File: src/hw/rtl/mtfd_ram.sv
// generic simple dual-port ram, one write and one registered read per cycle
module mtfd_ram #(
  parameter int WIDTH = 16,
  parameter int DEPTH = 16,
  localparam int ADDR_W = $clog2(DEPTH)
) (
  input  logic              clk,
  input  logic              we,
  input  logic [ADDR_W-1:0] waddr,
  input  logic [WIDTH-1:0]  wdata,
  input  logic [ADDR_W-1:0] raddr,
  output logic [WIDTH-1:0]  rdata
);

  logic [WIDTH-1:0] mem [DEPTH];

  // write port
  always_ff @(posedge clk) begin
    if (we) begin
      mem[waddr] <= wdata;
    end
  end

  // registered read port
  always_ff @(posedge clk) begin
    rdata <= mem[raddr];
  end

endmodule

File: config.mk
export PLATFORM = sky130hd
export DESIGN_NAME = mtfd_ram
export DESIGN_NICKNAME = d
export VERILOG_FILES = /design/src/hw/rtl/mtfd_ram.sv
export SDC_FILE = /design/constraint.sdc
export NUM_CORES = 1
export LEC_CHECK = 0
export ABC_AREA = 1
export BUFFER_PORTS_ARGS = -buffer_cell sky130_fd_sc_hd__clkbuf_2
export CAP_MARGIN = 30
export CORE_ASPECT_RATIO = 1.75
export CORE_MARGIN = 2
export CORE_UTILIZATION = 50
export CTS_CLUSTER_DIAMETER = 150
export DETAILED_ROUTE_END_ITERATION = 8
export PLACE_DENSITY = 0.67
export SYNTH_ARGS = -nofsm -noshare
export SYNTH_HDL_FRONTEND = slang
export SYNTH_SLANG_ARGS = --single-unit
File: constraint.sdc
create_clock -name clk -period 1.8 [get_ports clk]
set_clock_uncertainty 0.2 [all_clocks]
set_input_delay 0.09 -clock clk [delete_from_list [all_inputs] [get_ports clk]]
set_output_delay 0.09 -clock clk [all_outputs]
set_load 0.02 [all_outputs]
==> run metrics <==
synthesized flop and latch total=approximately 270; Clock Latency Late Sink=about 0.52 ns; simple-gate share of the synthesized area=0.204; Routed wire per std cell=17.3 um; complex-gate fraction of the synthesized area=0; Synth top cells by count=nand2_1, edfxtp_1, inv_1; area share of the leading cell type in the synthesized netlist=0.675; XOR/XNOR Fraction of Synth Area=0; drt drc=0; post-synthesis cell area=0.0114 sq mm; RSZ-0062 raised after global routing=false; Initial Util=0.504; CTS clk-pin slew, worst paths=about 0.070 ns; ys async rst share=0; GP Congestion=~0.82; Seq/Total Area, Yosys=0.704; synth top area cells=edfxtp_1, nand2_1, nand3_1; Lkg Pwr=roughly 5.7 nW; x dimension of the die=roughly 120 um; vias in the first global route=7381; total die area=approximately 0.024 sq mm; synth unique cells=13; fillcell total=1794; Syn Area/Cell=roughly 11 sq um; Syn-to-layout area delta=17.0%; initial antenna violation count=1; Sink Count=272; DP HPWL=15.2 mm; Primary FF master, synth=edfxtp_1; Ports=42; EDFF count, synth=around 260; maximum root-to-sink buffer count=3; Final ANT Viol Nets=0; final WL=~26 mm; clock root buffer master=clkbuf_16; Synth Net Count=1100; core area=between 0.02 and 0.025 sq mm; vias after detailed routing=7491; Setup Buffers After CTS=0; cell taking the most area after synthesis=edfxtp_1; minimum hold slack=about 0.057 ns; post-synthesis adder-cell area fraction=0; Switching Share=0.208; most numerous cell in the Yosys netlist=nand2_1; largest net degree at the start of global routing=roughly 70; Hold WC Path Type=in -> reg; Initial DRC Count=~550; Final Setup Violations=0; Worst setup EP type=flip-flop; Reg power frac=0.518; Total Routing Usage GR=0.212; warnings from Yosys=0; CTS tree=yes; CP max FO=4; largest family of logic cells by synthesized area=simple AND/OR/NAND/NOR gates; Max Fclk=between 0.5 and 0.6 GHz; Worst VDD drop=about 0.0007 V; IO Port Bufs=41; final worst-path cycle share=0.986; NetSw=between 2 and 3 mW; setup_tns=0 ns; vias per inst=between 5 and 6; Die Height=approximately 200 um; max-slew violation count=0; mux contribution to synthesized area=0; Slew HR=0.449; htree depth=1; Combinational Power Share=0.067; min Tclk post-route=approximately 1.8 ns; PwrDens=1030 mW/mm^2; drt pass-1 iters=8; Crit Path Category=in -> reg; CP arrival=about 1.8 ns; clock power share=0.415; GR Overflow Total=0; Fin. Hold Viols=0; Max-Cap Viols=0; first-pass GRT wire length=roughly 40 mm; Rows=73; crit start category=input port; share of layout cells above drive strength 1=0.115; internal power=10.9 mW; final-stage net count=1178; Tightest Pin Transition=0.825 ns; outcome=complete, no violations; CTS buffer count=24; Worst Path Required=between 1.5 and 2 ns; Syn Inst Count=approximately 1.1k
## final timing paths
kind	start	end	slack (ns)	depth (start not counted)
setup reg to reg	mem[9][12]	rdata[12]	0.20	7
hold reg to reg	mem[10][3]	rdata[3]	0.46	6
setup / recovery	waddr[0]	mem[5][13]	0.02	5
hold / removal	raddr[1]	rdata[15]	0.06	6
## worst max-delay path, cell delays in order
cell	delay, ns
dlygate4sd3_1	0.54
clkbuf_2	0.12
nand2_1	0.18
nor2_4	0.22
dlygate4sd3_1	0.64
## cell families after synthesis
group | after synthesis
buffers and inverters | 249
AND/OR/NAND/NOR | 553
flip-flops | 272
## layout by cell type, fill, tap and decap left out
master	synthesis	routed
edfxtp_1	256	256
clkinv_1	0	3
inv_2	2	1
buf_4	18	23
bufinv_16	0	6
buf_12	0	15
nor2_2	0	15
inv_1	196	196
nor2_1	17	1
clkinvlp_4	0	1
nand3b_1	2	2
dfxtp_1	16	16
clkbuf_1	10	2
nor2_4	0	1
clkinv_2	0	5
clkbuf_2	0	40
clkbuf_16	0	25
clkbuf_8	0	3
nand3_1	193	193
nand2_1	341	341
dlygate4sd3_1	0	25
diode_2	0	1
## power groups by stage
stage	Clock, mW	Combinational, mW	Sequential (mW)
4_1_cts	5.74	0.924	7.12
2_1_floorplan	0	0.478	7.30
5_1_grt	5.99	1.02	7.13
3_5_place_dp	0	0.878	7.26
3_3_place_gp	0	0.864	7.26
6_report	5.69	0.922	7.12
## layer usage
layer  track usage  wire length, um  up-vias  part of all wire
met1         0.223             9410     3608              0.37
li1              -                -     3608                 -
met4         0.106             1240        0             0.049
met2         0.412            13900      202              0.55
met3        0.0246              948       73             0.037
met5             0                0        -                 0
## flip-flops by register name, indices dropped and copies added, names as in the netlist
register	cells
mem	256
rdata	16
## metrics by stage
| step | util | instance area, sq um | instances | setup slack [ns] | power, mW |
|---|---|---|---|---|---|
| 2_1_floorplan | - | 11400 | 1074 | 0.210 | 7.78 |
| 3_3_place_gp | 0.539 | 12200 | 1401 | 0.307 | 8.12 |
| 3_5_place_dp | 0.539 | 12200 | 1401 | 0.282 | 8.14 |
| 4_1_cts | 0.590 | 13300 | 1470 | 0.0291 | 13.8 |
| 5_1_grt | 0.590 | 13300 | 1471 | 0.0100 | 14.1 |
| 6_report | 0.590 | 13300 | 1471 | 0.0248 | 13.7 |
## timing repair
action / CTS / global route
hold buffers: 25 / 0
resized for setup: 0 / 1
setup endpoints to repair: 0 / 3
endpoints found under the hold margin: 278 / 0
## cell type report
cell class,instances,area (sq um),share of cell area
sequential,272,8010,0.601
multi-input combinational,553,2370,0.178
timing repair buffer,103,923,0.0693
inverter,198,744,0.0559
clock buffer,30,674,0.0506
tap,300,375,0.0282
clock inverter,14,219,0.0164
antenna,1,2.50,0.000188
(Power assumes the default switching activity.)
